### src/rtl/bmsi_pkg.sv
// ----------------------------------------------------------------------------
// bmsi_pkg
// Shared types and constants for the bank mapper with scanline interrupt.
// ----------------------------------------------------------------------------
package bmsi_pkg;

    // Kinds of input item.
    localparam logic [1:0] REQ_WRITE = 2'd0;
    localparam logic [1:0] REQ_TICK  = 2'd1;
    localparam logic [1:0] REQ_PRG   = 2'd2;
    localparam logic [1:0] REQ_CHR   = 2'd3;

    // Configuration register indexes.
    localparam logic [1:0] CFG_FOUR_SCREEN = 2'd0;
    localparam logic [1:0] CFG_REV_B_IRQ   = 2'd1;
    localparam logic [1:0] CFG_PRG_MASK    = 2'd2;
    localparam logic [1:0] CFG_CHR_MASK    = 2'd3;

    // Mapper register codes: {A14, A13, A0} of a write at or above 0x8000.
    localparam logic [2:0] MREG_BANK_SEL  = 3'b000;
    localparam logic [2:0] MREG_BANK_DATA = 3'b001;
    localparam logic [2:0] MREG_MIRROR    = 3'b010;
    localparam logic [2:0] MREG_PRG_RAM   = 3'b011;
    localparam logic [2:0] MREG_LATCH     = 3'b100;
    localparam logic [2:0] MREG_RELOAD    = 3'b101;
    localparam logic [2:0] MREG_DISABLE   = 3'b110;
    localparam logic [2:0] MREG_ENABLE    = 3'b111;

    // Mirroring codes on the output.
    localparam logic [1:0] MIRROR_FOUR = 2'd2;

    // Last visible scanline that clocks the counter.
    localparam logic [8:0] LAST_VISIBLE_LINE = 9'd239;

    // Fixed program banks before masking.
    localparam logic [5:0] PRG_SECOND_LAST = 6'h3E;
    localparam logic [5:0] PRG_LAST        = 6'h3F;

    typedef struct packed {
        logic [1:0]  req_type;
        logic [15:0] cpu_addr;
        logic [7:0]  write_data;
        logic [12:0] ppu_addr;
        logic [8:0]  scanline;
        logic        rendering_on;
    } t_in_item;

    typedef struct packed {
        logic [5:0] prg_bank;
        logic [7:0] chr_bank;
        logic       irq_line;
        logic [1:0] mirror_mode;
    } t_out_item;

    typedef struct packed {
        logic       four_screen;
        logic       rev_b_irq;
        logic [5:0] prg_bank_mask;
        logic [7:0] chr_bank_mask;
    } t_cfg;

    typedef struct packed {
        logic [7:0]       bank_select;
        logic [7:0][7:0]  bank_regs;
        logic [7:0]       irq_latch;
        logic [7:0]       irq_counter;
        logic             irq_reload_flag;
        logic             irq_enable;
        logic             irq_pending;
        logic             mirror_bit;
    } t_map_state;

    // Bank registers after reset: R0..R7 = 0,2,4,5,6,7,0,1 (R0 in the low byte).
    localparam t_map_state MAP_RESET = '{
        bank_select:     8'd0,
        bank_regs:       64'h0100_0706_0504_0200,
        irq_latch:       8'd0,
        irq_counter:     8'd0,
        irq_reload_flag: 1'b0,
        irq_enable:      1'b0,
        irq_pending:     1'b0,
        mirror_bit:      1'b0
    };

    localparam t_cfg CFG_RESET = '{
        four_screen:   1'b0,
        rev_b_irq:     1'b1,
        prg_bank_mask: 6'h3F,
        chr_bank_mask: 8'hFF
    };

endpackage

### src/rtl/bank_mapper_scanline_irq.sv
// ----------------------------------------------------------------------------
// bank_mapper_scanline_irq
// Cartridge bank mapper with scanline interrupt counter, one item per cycle unless stalled.
// ----------------------------------------------------------------------------
// Usage:
//   Items arrive on the input channel (i_in_valid / o_in_ready, payload
//   i_in_data): register writes, scanline ticks, program lookups and pattern
//   lookups. Each word produces exactly one result word on the output
//   channel (o_out_valid / i_out_ready, payload o_out_data) holding the
//   program bank, pattern bank, interrupt line and mirroring, all taken
//   from the state after the item is applied.
//   Each word passes through the input register, then the mapper state
//   update and bank lookup fill the result register.
//   Throughput is one word per cycle while the receiver keeps up; the two
//   registers let a new word in while a finished result still waits.
//   When the receiver stalls, the result holds and the input register
//   fills; o_in_ready drops only when both are full.
//   The configuration port (i_cfg_we, i_cfg_addr, i_cfg_wdata) writes a
//   register; the user must use it only while idle, the block does not enforce it.
//   Synchronous reset clears both registers, restores the mapper state and
//   the configuration defaults; the block accepts words right after.
// ----------------------------------------------------------------------------
module bank_mapper_scanline_irq
    import bmsi_pkg::*;
(
    input  logic      i_clk,
    input  logic      i_rst_n,
    input  logic      i_in_valid,
    output logic      o_in_ready,
    input  t_in_item  i_in_data,
    output logic      o_out_valid,
    input  logic      i_out_ready,
    output t_out_item o_out_data,
    input  logic      i_cfg_we,
    input  logic [1:0] i_cfg_addr,
    input  logic [7:0] i_cfg_wdata
);

    t_in_item   r_in;
    logic       r_in_valid;
    t_out_item  r_out;
    logic       r_out_valid;
    t_cfg       r_cfg;

    logic       w_adv;
    logic       w_step;
    t_map_state w_cur;
    t_map_state w_next;
    t_out_item  w_result;

    assign w_adv      = !r_out_valid || i_out_ready;
    assign w_step     = r_in_valid && w_adv;
    assign o_in_ready = !r_in_valid || w_adv;

    // Configuration registers.
    always_ff @(posedge i_clk) begin
        if (!i_rst_n) begin
            r_cfg <= CFG_RESET;
        end else if (i_cfg_we) begin
            case (i_cfg_addr)
                CFG_FOUR_SCREEN: r_cfg.four_screen   <= i_cfg_wdata[0];
                CFG_REV_B_IRQ:   r_cfg.rev_b_irq     <= i_cfg_wdata[0];
                CFG_PRG_MASK:    r_cfg.prg_bank_mask <= i_cfg_wdata[5:0];
                CFG_CHR_MASK:    r_cfg.chr_bank_mask <= i_cfg_wdata;
                default:         ;
            endcase
        end
    end

    // Input register.
    always_ff @(posedge i_clk) begin
        if (!i_rst_n) begin
            r_in_valid <= 1'b0;
        end else if (o_in_ready) begin
            r_in_valid <= i_in_valid;
        end
    end

    always_ff @(posedge i_clk) begin
        if (i_in_valid && o_in_ready) begin
            r_in <= i_in_data;
        end
    end

    // Mapper state and bank translation.
    bmsi_regs u_regs (
        .i_clk        (i_clk),
        .i_rst_n      (i_rst_n),
        .i_step       (w_step),
        .i_item       (r_in),
        .i_cfg        (r_cfg),
        .o_state      (w_cur),
        .o_state_next (w_next)
    );

    bmsi_xlate u_xlate (
        .i_item   (r_in),
        .i_state  (w_next),
        .i_cfg    (r_cfg),
        .o_result (w_result)
    );

    // Result register.
    always_ff @(posedge i_clk) begin
        if (!i_rst_n) begin
            r_out_valid <= 1'b0;
        end else if (w_adv) begin
            r_out_valid <= r_in_valid;
        end
    end

    always_ff @(posedge i_clk) begin
        if (w_step) begin
            r_out <= w_result;
        end
    end

    assign o_out_valid = r_out_valid;
    assign o_out_data  = r_out;

`ifndef ASSERT_OFF
    // Reset empties both pipeline registers.
    a_reset_empty: assert property (@(posedge i_clk)
        !i_rst_n |=> !r_out_valid && !r_in_valid)
        else $error("pipeline not empty after reset");

    // A staged word waits unchanged while the result register is blocked.
    a_stage_hold: assert property (@(posedge i_clk) disable iff (!i_rst_n)
        r_in_valid && !w_adv |=> r_in_valid && $stable(r_in))
        else $error("staged word lost during stall");

    // Mapper state only moves when a word is processed.
    a_state_quiet: assert property (@(posedge i_clk) disable iff (!i_rst_n)
        $past(!w_step) && $past(i_rst_n) |-> $stable(w_cur))
        else $error("mapper state changed without a word");

    // The interrupt is raised only by a scanline tick.
    a_irq_rise: assert property (@(posedge i_clk) disable iff (!i_rst_n)
        $rose(w_cur.irq_pending) |-> $past(w_step && r_in.req_type == REQ_TICK))
        else $error("interrupt raised without a tick");

    // The interrupt is cleared only by a register write.
    a_irq_fall: assert property (@(posedge i_clk) disable iff (!i_rst_n)
        $fell(w_cur.irq_pending) && $past(i_rst_n) |->
            $past(w_step && r_in.req_type == REQ_WRITE))
        else $error("interrupt cleared without a write");
`endif

endmodule

### src/rtl/bmsi_regs.sv
// ----------------------------------------------------------------------------
// bmsi_regs
// Mapper register file and scanline counter: decodes register writes and
// clocks the interrupt counter, giving both the held and the next state.
// ----------------------------------------------------------------------------
module bmsi_regs
    import bmsi_pkg::*;
(
    input  logic       i_clk,
    input  logic       i_rst_n,
    input  logic       i_step,
    input  t_in_item   i_item,
    input  t_cfg       i_cfg,
    output t_map_state o_state,
    output t_map_state o_state_next
);

    t_map_state r_state;
    t_map_state n_state;

    logic [2:0] w_reg_code;
    logic       w_tick;
    logic [7:0] w_count;

    assign w_reg_code = {i_item.cpu_addr[14:13], i_item.cpu_addr[0]};
    assign w_tick     = (i_item.req_type == REQ_TICK) &&
                        (i_item.scanline <= LAST_VISIBLE_LINE) && i_item.rendering_on;

    // Next state: the item's register write or counter clock applied.
    always_comb begin
        n_state = r_state;
        w_count = r_state.irq_counter;
        if (i_item.req_type == REQ_WRITE && i_item.cpu_addr[15]) begin
            case (w_reg_code)
                MREG_BANK_SEL:  n_state.bank_select = i_item.write_data;
                MREG_BANK_DATA: n_state.bank_regs[r_state.bank_select[2:0]] =
                                    i_item.write_data;
                MREG_MIRROR: begin
                    if (!i_cfg.four_screen) begin
                        n_state.mirror_bit = i_item.write_data[0];
                    end
                end
                MREG_PRG_RAM:   ;
                MREG_LATCH:     n_state.irq_latch = i_item.write_data;
                MREG_RELOAD:    n_state.irq_reload_flag = 1'b1;
                MREG_DISABLE: begin
                    n_state.irq_enable  = 1'b0;
                    n_state.irq_pending = 1'b0;
                end
                MREG_ENABLE:    n_state.irq_enable = 1'b1;
                default:        ;
            endcase
        end else if (w_tick) begin
            // Reload from the latch on zero or on request, else count down.
            if (r_state.irq_counter == 8'd0 || r_state.irq_reload_flag) begin
                w_count                 = r_state.irq_latch;
                n_state.irq_reload_flag = 1'b0;
            end else begin
                w_count = r_state.irq_counter - 8'd1;
            end
            n_state.irq_counter = w_count;
            if ((r_state.irq_counter != 8'd0 || i_cfg.rev_b_irq) &&
                w_count == 8'd0 && r_state.irq_enable) begin
                n_state.irq_pending = 1'b1;
            end
        end
    end

    // State register, updated once per item.
    always_ff @(posedge i_clk) begin
        if (!i_rst_n) begin
            r_state <= MAP_RESET;
        end else if (i_step) begin
            r_state <= n_state;
        end
    end

    assign o_state      = r_state;
    assign o_state_next = n_state;

endmodule

### src/rtl/bmsi_xlate.sv
// ----------------------------------------------------------------------------
// bmsi_xlate
// Bank translation: maps the item's program and pattern addresses to banks
// using the updated mapper state, and forms the interrupt and mirroring bits.
// ----------------------------------------------------------------------------
module bmsi_xlate
    import bmsi_pkg::*;
(
    input  t_in_item   i_item,
    input  t_map_state i_state,
    input  t_cfg       i_cfg,
    output t_out_item  o_result
);

    logic [1:0] w_prg_slot;
    logic [5:0] w_prg_raw;
    logic [2:0] w_chr_slot;
    logic [2:0] w_chr_idx;
    logic [7:0] w_chr_reg;
    logic [7:0] w_chr_raw;

    // Program slot: bit 6 swaps the first and third 8K windows.
    always_comb begin
        w_prg_slot = i_item.cpu_addr[14:13];
        if (i_state.bank_select[6] && !w_prg_slot[0]) begin
            w_prg_slot[1] = ~w_prg_slot[1];
        end
        case (w_prg_slot)
            2'd0:    w_prg_raw = i_state.bank_regs[6][5:0];
            2'd1:    w_prg_raw = i_state.bank_regs[7][5:0];
            2'd2:    w_prg_raw = PRG_SECOND_LAST;
            default: w_prg_raw = PRG_LAST;
        endcase
    end

    // Pattern slot: bit 7 swaps the two 4K halves; the low half uses 2K pairs.
    always_comb begin
        w_chr_slot = i_item.ppu_addr[12:10] ^ {i_state.bank_select[7], 2'b00};
        if (!w_chr_slot[2]) begin
            w_chr_idx = {2'b00, w_chr_slot[1]};
        end else begin
            w_chr_idx = w_chr_slot - 3'd2;
        end
        w_chr_reg = i_state.bank_regs[w_chr_idx];
        if (!w_chr_slot[2]) begin
            w_chr_raw = {w_chr_reg[7:1], w_chr_slot[0]};
        end else begin
            w_chr_raw = w_chr_reg;
        end
    end

    always_comb begin
        o_result.prg_bank    = w_prg_raw & i_cfg.prg_bank_mask;
        o_result.chr_bank    = w_chr_raw & i_cfg.chr_bank_mask;
        o_result.irq_line    = i_state.irq_pending;
        o_result.mirror_mode = i_cfg.four_screen ? MIRROR_FOUR
                                                 : {1'b0, i_state.mirror_bit};
    end

endmodule
### config.mk
export PLATFORM = sky130hd
export DESIGN_NAME = bank_mapper_scanline_irq
export DESIGN_NICKNAME = d
export VERILOG_FILES = /design/src/rtl/bmsi_pkg.sv /design/src/rtl/bank_mapper_scanline_irq.sv /design/src/rtl/bmsi_regs.sv /design/src/rtl/bmsi_xlate.sv
export SDC_FILE = /design/constraint.sdc
export NUM_CORES = 1
export LEC_CHECK = 0
export ABC_AREA = 1
export ABC_CLOCK_PERIOD_IN_PS = 4000
export BUFFER_PORTS_ARGS = -buffer_cell sky130_fd_sc_hd__buf_2
export CAP_MARGIN = 20
export CORE_MARGIN = 3
export CORE_UTILIZATION = 40
export DETAILED_ROUTE_END_ITERATION = 7
export GPL_TIMING_DRIVEN = 0
export PLACE_DENSITY_LB_ADDON = 0.25
export SLEW_MARGIN = 20
export SYNTH_ARGS = -nofsm -noshare
export SYNTH_HDL_FRONTEND = slang
export SYNTH_HIERARCHICAL = 1
export SYNTH_SLANG_ARGS = --single-unit
### constraint.sdc
create_clock -name i_clk -period 4 [get_ports i_clk]
set_input_delay 0.8 -clock i_clk [delete_from_list [all_inputs] [get_ports i_clk]]
set_output_delay 0.8 -clock i_clk [all_outputs]
set_load 0.005 [all_outputs]
-- After elaboration in Yosys (flattened, before gate mapping)
Index checks and enable logic that the tools add are counted.
- bits in registers: 176
- latch bits: 0
- memory bits (writable): 0
- memory bits (read-only): 0
- bits of input ports: 64
- output and inout bits: 19
- logic and storage cells: 121
- memories: 0
- add/sub/neg operators: 2
- multiply operators: 0
- div/mod/pow operators: 0
- magnitude comparators: 4
- equal/unequal tests: 13
- shift-type cells: 0
- muxes and demuxes: 29
- bitwise gates (word level): 5
- reduce and logical (&&, ||, !) cells: 35
- operators by type and width (cell ; count):
    80-bit two-way mux ; 1
    64-bit bitwise mux ; 1
    64-bit two-way mux ; 1
    8-bit two-way mux ; 7
    8-bit binary-select mux with 3-bit select ; 1
    8-bit demux with 3-bit select ; 1
    6-bit case mux with 3 select lines ; 1
    8-bit logical NOT ; 2
    1-bit two-way mux ; 13
    3-bit equality test (second input constant) ; 4
    3-bit AND reduction ; 4
    9-bit by 8-bit less-or-equal comparator with 1-bit output (second input constant) ; 1
    1-bit logical AND ; 9
    8-bit AND ; 1
    3-bit by 4-bit < comparator with 1-bit output (second input constant) ; 2
    2-bit AND reduction ; 4
    8-bit nonzero test ; 1
    8-bit by 1-bit subtractor with 8-bit output (second input constant) ; 1
    6-bit AND ; 1
    2-bit by 1-bit equality test with 1-bit output (second input constant) ; 3
    2-bit equality test (second input constant) ; 3
    2-bit logical NOT ; 3
    2-bit nonzero test ; 3
    1-bit logical OR ; 4
    13 further kinds ; 16

-- Logic depth before layout (Yosys ltp)
Gate-level depths: netlist (run 1).
- depth in word-level cells: 14
- depth in mapped cells: 17
- mapped depth without buffers: 16

-- Cells and area by module
Netlist (run 1), hierarchy kept.
- modules (own cells, without submodules) (module ; instances ; cells an instance ; area each (um2) ; sequential area each (um2)):
    bmsi_regs ; 1 ; 780 ; 5033.6 ; 1841.8
    bank_mapper_scanline_irq ; 1 ; 158 ; 2735.1 ; 2342.2
    bmsi_xlate ; 1 ; 146 ; 767.0 ; 0.0

-- Least setup slack after synthesis (run 1)
OpenSTA, ideal clock, no wires.
- path type: input to register
- start point: input i_out_ready
- end point: register u_regs.r_state (netlist bit u_regs/o_state[6])
- library setup time: 0.057 ns
- data arrival time: 2.737 ns
- data required time: 3.943 ns
- setup slack: 1.206 ns
- cell stages on the path: 9
- buffers on the path: 3
- cells stage by stage: inv_1 -> a21oi_1 -> clkbuf_1 -> buf_2 -> buf_1 -> nor2_1 -> nor2_1 -> o21ai_0 -> inv_1
- cells in the longest elaborated chain, start to end: 3
- RTL lines (element ; line ; RTL):
    start: declaration ; bank_mapper_scanline_irq.sv:32 ; input logic i_out_ready,
    1-bit logical OR ; bank_mapper_scanline_irq.sv:51 ; assign w_adv = !r_out_valid || i_out_ready;
    1-bit logical AND ; bank_mapper_scanline_irq.sv:52 ; assign w_step = r_in_valid && w_adv;
    net w_step ; bank_mapper_scanline_irq.sv:46 ; logic w_step;
    3-bit AND reduction (no line) ; -- ;
    end signal: assignment ; bmsi_regs.sv:74 ; r_state <= n_state;
    end: declaration ; bmsi_regs.sv:18 ; t_map_state r_state;
The timed path passes the listed nets, and every way through them passes these cells.
A chain may end at the register's enable or synchronous reset.

==> results of run 1 <==
-- report_power, final --
group	leakage [nW]	switching (mW)	internal [mW]
sequential	1.23	0.0576	1.59
combinational	2.59	0.375	0.204
clock	0.304	0.654	1.01
total	4.12	1.09	2.81
-- layout make-up --
class,instances,area (µm²),share of cell area
multi-input combinational,673,3340,0.388
timing repair buffer,56,290,0.0337
clock inverter,13,175,0.0203
tap,229,287,0.0332
inverter,136,510,0.0592
clock buffer,19,443,0.0514
sequential,143,3260,0.379
buffer,53,305,0.0354
-- sequential cells by signal, indices dropped and copies added, names as in the netlist --
register and flops:
o_out_data 17, o_out_valid 1, r_cfg 16, r_in 23, r_in_valid 1, u_regs/o_state 85
-- layout by cell type (no fill, tap or decap), types with 18 or more instances in the layout --
master      n
a21oi_1    44
buf_2      66
clkbuf_1   28
dfxtp_1   103
edfxtp_1   40
inv_1     128
nand2_1   176
nand2_2    25
nand3_1    39
nand4_1    18
nor2_1    149
o21ai_0    38
o21ai_1   104
o21ai_2    18
-- metal layers --
metal | vias to the layer above | global-route usage
li1 | 3417 | -
met1 | 3062 | 0.289
met2 | 176 | 0.312
met3 | 24 | 0.0507
met4 | 0 | 0.0606
met5 | - | 0
-- through the flow --
| step | hold WS (ps) | TNS [ps] | cells |
|---|---|---|---|
| 2_1_floorplan | 422 | 0 | 1005 |
| 3_3_place_gp | 446 | -2910 | 1289 |
| 3_5_place_dp | 455 | 0 | 1290 |
| 4_1_cts | 470 | 0 | 1322 |
| 5_1_grt | 503 | 0 | 1322 |
| 6_report | 464 | 0 | 1322 |
-- how the worst min path moves through the flow --
stage / depth (start not counted) / to / start
3_5_place_dp: 2 / u_regs/o_state[60] / u_regs/o_state[60]
6_report: 2 / r_cfg[11] / r_cfg[11]
3_3_place_gp: 2 / r_cfg[12] / r_cfg[12]
4_1_cts: 2 / u_regs/o_state[60] / u_regs/o_state[60]
5_1_grt: 2 / u_regs/o_state[46] / u_regs/o_state[46]
2_1_floorplan: 2 / r_cfg[8] / r_cfg[8]
-- worst reg2reg max path: cells and delay by family, from the launching register on --
family	cells	cell delay (ps)
and+or+nand+nor	7	1130
DFF	1	390
buffers and inverters	4	510
AOI/OAI and AO/OA	2	460
==> reports/metrics.cfg, run 1 <==
[run_status]
status=completed

[global_route]
antenna_found_initial=0
grt_start_max_net_pins=24
grt_pass1_vias=6196
grt_overflow=0
grt_pass1_wl_um=32400
gr-usage-all-layers=0.205

[critical_path]
critPathRequiredTime_ps=4170
r2r_end=o_out_data[6]
path_cells=nor2_1 -> nand2_2 -> inv_1 -> nand3_1 -> buf_2 -> o21ai_1 -> inv_2 -> nand2_2 -> nand2_2 -> nand2_4 -> inv_1 -> nor2_1 -> a21oi_1
endpoint=o_out_data[6]
timing.rr.start=r_in[48]
cp-start-kind=register
cp.depth=13
cp_common_cell=nand2_2
rrSetupSlack_ps=1250
crit_slowest_cell=edfxtp_1
startpoint=r_in[48]
crit_fanout=10
path_delay_family=simple AND/OR/NAND/NOR gates
cpPeakStageDelay_ps=390
worstSetupEndpointType=register
r2r_cells=13
crit_type=register to register
crit_buf_inv=4
worstPathArrival_ps=2920

[floorplanning]
start_util=0.410
ioPinCount=83
num_rows=49
core_area_um2=18100
die-width_um=142
die-area_um2=20200
die_h_um=142

[power]
power.density_nw_per_um2=452
p_leak_nw=4.12
finalPower_mw=3.89
peakVddDrop_v=0.000323

[timing]
max_freq_mhz=364
worst_slew_pin_slew_ps=929
period_share=0.687
clock_skew_ps=8.21
grt_setup_unrepaired=false
setup_viol=0
fin_ws_ps=1250
slew_viol_final=0
relSlewSlack=0.380
hold_violations=0
final.min_clock_period_ps=2750

[placed_design]
hpwl_um=14200
dp_slack_ps=1210
gp_congestion=0.904
placed_area_um2=8000
io_buffers=55

[route]
met2WireLength_um=8760
wl_per_cell_um=15.2
drc=0
drt_iter0_markers=585
wl_um=20100
met3_length_um=1210
top_layer_used=met4
drtPass1Iterations=5
vias_per_cell=5.05
ant_nets=0
m1WireLength_um=9750
via_count=6679

[clocking]
clockRootBuffer=clkbuf_16
clk_pin_slew_ps=60
postCtsSetupBuffers=0
insertion_delay_ps=430
cts_tree=yes
htree_levels=4
numCtsBuffers=17
clk_path_buf_depth=2
hold_buffers=0
cts_resized=0
clock_sinks=143

[layout]
nets=1145
final_util=0.477
final_layout_size_suffix_gt1_frac=0.179
syn2layout_area_growth_pct=16.3
fin_area_um2=8620
num_antenna_cells=0
n_fill_cell=1801

[synth]
syn_avg_cell_area_um2=7.38
synth_fp_nets=1070
synthCells=1005
synth_area_um2=7410
yosysWarnings=6

[hold_path]
hold_path.class=register to register

[job]
drv_cap=0

No activity file was read; power rests on OpenSTA's default activity.
==> run 2, diff against run 1 <==
ABC_AREA = 0   (was 1)
ABC_CLOCK_PERIOD_IN_PS = 2900   (was 4000)
clock period = 2.9 ns   (was 4 ns; I/O delays follow)
==> reports/metrics.cfg, run 2 <==
[layout]
nets=876  ; -23%
final_util=0.493  ; +0.0165
multi_input_area_um2=3600  ; +7.6%
syn2layout_area_growth_pct=19.9
seqCellArea_um2=3220  ; -1.2%
final_layout_size_suffix_gt1_frac=0.316  ; +0.136
fin_area_um2=8590  ; -0.36%
num_antenna_cells=0  ; unchanged
largest_reg_flops=83  ; -2.4%
final_common_cell=dfxtp_1
finalNonFillerCells=1049  ; -21%
final_cell_mix=dfxtp_1, nand2_1, mux2_2
n_fill_cell=1613  ; -10%

[clocking]
clock_sinks=141  ; -1.4%
clockRootBuffer=clkbuf_16
numCtsBuffers=17  ; unchanged
cts_tree=yes
htree_levels=4  ; unchanged
clk_pin_slew_ps=60  ; about the same
insertion_delay_ps=420  ; about the same
clk_path_buf_depth=2  ; unchanged

[critical_path]
crit_slowest_cell=or4b_4
crit_fanout=5  ; -5
critPathRequiredTime_ps=3040  ; -1130 ps
path_cells=buf_6 -> or4b_4 -> buf_6 -> nor4_4 -> buf_6 -> buf_4 -> mux2_2 -> mux2_2 -> o221ai_2 -> a31oi_1
crit_type=register to register
cp_common_cell=buf_6
cpPeakStageDelay_ps=510  ; +120 ps
worstSetupEndpointType=register
timing.rr.start=r_in[45]
cp-start-kind=register
worstPathArrival_ps=3020  ; +100 ps
startpoint=r_in[45]

[timing]
hold_violations=0  ; unchanged
slew_viol_final=0  ; unchanged
relSlewSlack=0.506  ; +0.126
final.min_clock_period_ps=2870  ; +128 ps
setup_viol=0  ; unchanged
clock_skew_ps=9.55  ; +1.33 ps
worst_slew_pin_slew_ps=741  ; -188 ps
period_share=0.991  ; +0.304
grt_setup_unrepaired=true
max_freq_mhz=348  ; -4.4%
setup-tns-final_ps=0  ; unchanged

[power]
power.internal_mw=3.54  ; +26%
peakVddDrop_v=0.000375  ; +16%
switching_share=0.250  ; -0.0285
pwr-share-seq=0.448  ; +0.024
power.density_nw_per_um2=550  ; +22%
finalPower_mw=4.72  ; +21%
p_clk_frac=0.449  ; +0.021
p_leak_nw=3.38  ; -18%
p_sw_mw=1.18  ; +8.9%
p_comb_frac=0.103  ; -0.046

[route]
ant_nets=0  ; unchanged
wl_per_cell_um=18.8  ; +24%
drtPass1Iterations=5  ; unchanged
drt_iter0_markers=409  ; -30%
vias_per_cell=5.37  ; +6.3%
via_count=5634  ; -16%
drc=0  ; unchanged
wl_um=19700  ; -1.8%

[synth]
synthCells=719  ; -28%
synth_area_um2=7160  ; -3.3%
yosysWarnings=6  ; unchanged
synth_fp_nets=784  ; -27%
syn_avg_cell_area_um2=9.96  ; +35%

[hold_path]
hold_path.class=input pin to register
min_from=i_in_data[28]

[floorplanning]
die_h_um=140  ; -1.6%
die-width_um=140  ; -1.6%
die-area_um2=19600  ; -3.2%
ioPinCount=83  ; unchanged
core_area_um2=17400  ; -3.7%
start_util=0.411  ; +0.00153
num_rows=48  ; -2.0%

[global_route]
grt_pass1_wl_um=30700  ; -5.3%
gr-usage-all-layers=0.201  ; -0.00391
grt_start_max_net_pins=20  ; -17%
antenna_found_initial=0  ; unchanged
grt_overflow=0  ; unchanged
grt_pass1_vias=5563  ; -10%

[placed_design]
placed_area_um2=7780  ; -2.7%
gp_congestion=0.873  ; -3.5%
hpwl_um=13500  ; -4.5%
place_inst=1002  ; -22%
io_buffers=56  ; +1.8%

[run_status]
status=completed

[job]
drv_cap=0  ; unchanged

-- run 2: repair_timing --
action,CTS,global route
hold buffers,0,0
endpoints found under the setup margin,27,18
cloned,0,2
endpoints found under the hold margin,0,0
gates resized for setup,15,12
buffers inserted,11,3
pin swaps,6,6
-- run 2: critical path: cells and delay by family, from the launching register on --
kind                   cells  cell delay, ps
AOI/OAI and AO/OA          2             220
muxes                      2             580
buffers and inverters      4             610
DFF                        1             420
and+or+nand+nor            2             750
-- run 2: final cells by class --
type | instances | share of cell area
multi-input combinational | 496 | 0.419
sequential | 141 | 0.375
timing repair buffer | 74 | 0.0522
clock buffer | 18 | 0.0500
buffer | 68 | 0.0481
tap | 225 | 0.0328
clock inverter | 14 | 0.0170
inverter | 13 | 0.00568
-- run 2: worst paths after layout --
check	to	slack [ps]	cells after the start
min reg2reg	u_regs/o_state[39]	450	2
min	r_in[28]	330	1
max reg2reg	o_out_data[9]	30	10
max	o_out_data[9]	30	10
-- run 2: through the flow --
| step | hold slack [ps] | setup slack, ps |
|---|---|---|
| after floorplan | 429 | 75.2 |
| after global placement | 439 | -1160 |
| after detailed placement | 443 | -392 |
| after CTS | 312 | 0.342 |
| after global routing | 315 | -36.1 |
| final | 329 | 25.6 |
-- run 2: layer usage --
| layer | share of wire | global-route usage | vias to the layer above |
|---|---|---|---|
| met2 | 0.48 | 0.336 | 178 |
| met3 | 0.052 | 0.0330 | 26 |
| met4 | 0.023 | 0.0704 | 0 |
| met5 | 0 | 0 | - |
| met1 | 0.44 | 0.264 | 2694 |
| li1 | - | - | 2736 |
-- run 2: power by group through the flow --
| stage | clock network [mW] | registers [mW] | logic (mW) |
|---|---|---|---|
| finish | 2.12 | 2.11 | 0.489 |
| global route | 2.24 | 2.12 | 0.528 |
| CTS | 2.16 | 2.11 | 0.471 |
| detailed placement | 0 | 2.16 | 0.449 |
| global placement | 0 | 2.16 | 0.438 |
| floorplan | 0 | 2.15 | 0.283 |
==> run 3, diff against run 2 <==
ABC_AREA = 1   (was 0)
==> reports/metrics.cfg, run 3 (synthesis results as in run 1) <==
[critical_path]
cp-start-kind=register
cp.depth=13  ; +3
critPathRequiredTime_ps=3070  ; +30 ps
path_delay_family=simple AND/OR/NAND/NOR gates
crit_type=register to register
crit_buf_inv=4  ; unchanged
crit_fanout=10  ; +5
cpPeakStageDelay_ps=390  ; -120 ps
startpoint=r_in[48]
timing.rr.start=r_in[48]
worstPathArrival_ps=2810  ; -210 ps
cp_common_cell=nand2_2
crit_slowest_cell=edfxtp_1
path_cells=nor2_1 -> nand2_2 -> inv_1 -> nand3_1 -> buf_2 -> o21ai_2 -> inv_2 -> nand2_2 -> nand2_2 -> nand2_4 -> inv_1 -> nor2_1 -> a21oi_1
r2r_cells=13  ; +3
worstSetupEndpointType=register

[route]
ant_nets=0  ; unchanged
drc=0  ; unchanged
wl_um=20100  ; +1.8%
wl_per_cell_um=15.2  ; -19%
via_count=6672  ; +18%
drtPass1Iterations=5  ; unchanged
vias_per_cell=5.05  ; -6.0%
drt_iter0_markers=525  ; +28%

[timing]
relSlewSlack=0.380  ; -0.126
worst_hold_slack_ps=322  ; -6.88 ps
clock_skew_ps=8.23  ; -1.32 ps
worst_slew_pin_slew_ps=929  ; +188 ps
setup-tns-final_ps=0  ; unchanged
hold_violations=0  ; unchanged
final.min_clock_period_ps=2640  ; -233 ps
grt_setup_unrepaired=false
max_freq_mhz=379  ; +8.8%
slew_viol_final=0  ; unchanged
period_share=0.911  ; -0.0804
setup_viol=0  ; unchanged

[floorplanning]
start_util=0.410  ; -0.00153
die-area_um2=20200  ; +3.3%
die_h_um=142  ; +1.6%
core_area_um2=18100  ; +3.8%
die-width_um=142  ; +1.6%
num_rows=49  ; +2.1%
ioPinCount=83  ; unchanged

[layout]
syn2layout_area_growth_pct=16.3
finalNonFillerCells=1322  ; +26%
final_layout_size_suffix_gt1_frac=0.180  ; -0.135
final_cell_mix=nand2_1, nor2_1, inv_1
fin_area_um2=8620  ; +0.41%
num_antenna_cells=0  ; unchanged
nets=1145  ; +31%
final_common_cell=nand2_1
largest_reg_flops=85  ; +2.4%

[global_route]
grt_pass1_wl_um=32400  ; +5.6%
grt_start_max_net_pins=24  ; +20%
gr-usage-all-layers=0.205  ; +0.00391
grt_overflow=0  ; unchanged
antenna_found_initial=0  ; unchanged
grt_pass1_vias=6196  ; +11%

[clocking]
numCtsBuffers=17  ; unchanged
clock_sinks=143  ; +1.4%
clockRootBuffer=clkbuf_16
htree_levels=4  ; unchanged
cts_tree=yes
postCtsSetupBuffers=0  ; -11
clk_pin_slew_ps=60  ; about the same
insertion_delay_ps=430  ; about the same
clk_path_buf_depth=2  ; unchanged

[placed_design]
hpwl_um=14200  ; +4.7%
gp_congestion=0.904  ; +3.6%
place_inst=1290  ; +29%
placed_area_um2=8000  ; +2.8%
io_buffers=55  ; -1.8%

[hold_path]
hold_depth=1  ; unchanged
hold_path.class=input pin to register
min_from=i_in_data[25]

[power]
peakVddDrop_v=0.000445  ; +18%
finalPower_mw=5.37  ; +14%
power.density_nw_per_um2=623  ; +13%
p_leak_nw=4.13  ; +22%

[run_status]
status=completed

[job]
drv_cap=0  ; unchanged

==> run 3: cell count changes in the layout (fill, tap and decap cells not counted), moves of 21 or more <==
cell,previous run,this run
inv_1,13,128
mux2_2,78,0
mux2i_1,44,1
nand2_1,93,176
nand2_2,1,25
nor2_1,40,149
nor2b_1,21,0
o21ai_0,16,38
o21ai_1,1,103
==> run 3: cell type report <==
type                       count  area, µm²
fill                        1802       9460
multi-input combinational    673       3350
clock buffer                  19        443
tap                          229        287
inverter                     136        510
sequential                   143       3260
timing repair buffer          56        290
buffer                        53        305
clock inverter                13        175
==> run 3: metrics by stage <==
stage                     utilization  worst slack, ps
after detailed placement        0.442              213
after floorplan                     -              334
after CTS                       0.477              192
final                           0.477              259
after global routing            0.477             80.0
after global placement          0.441            -1030
==> run 3: final timing paths <==
path              slack, ps            end
setup / recovery        260  o_out_data[6]
hold / removal          320       r_in[25]
setup reg to reg        260  o_out_data[6]
hold reg to reg         460      r_cfg[11]
==> run 3: repair_timing <==
item                       in CTS  in global routing
resized for setup               0                  1
hold buffers                    0                  0
setup endpoints to repair       0                  1
==> run 3: metal layers <==
layer | up-vias | global-route usage | share of wire
met5 | - | 0 | 0
met4 | 0 | 0.0606 | 0.018
met3 | 28 | 0.0507 | 0.055
met2 | 170 | 0.312 | 0.43
met1 | 3065 | 0.289 | 0.49
li1 | 3409 | - | -
==> run 3: power by group <==
| group | total (mW) | internal, mW | leakage [nW] | switching [mW] |
|---|---|---|---|---|
| Clock | 2.29 | 1.40 | 0.304 | 0.896 |
| Combinational | 0.801 | 0.282 | 2.59 | 0.519 |
| Sequential | 2.28 | 2.20 | 1.23 | 0.0794 |
| Total | 5.37 | 3.87 | 4.13 | 1.49 |
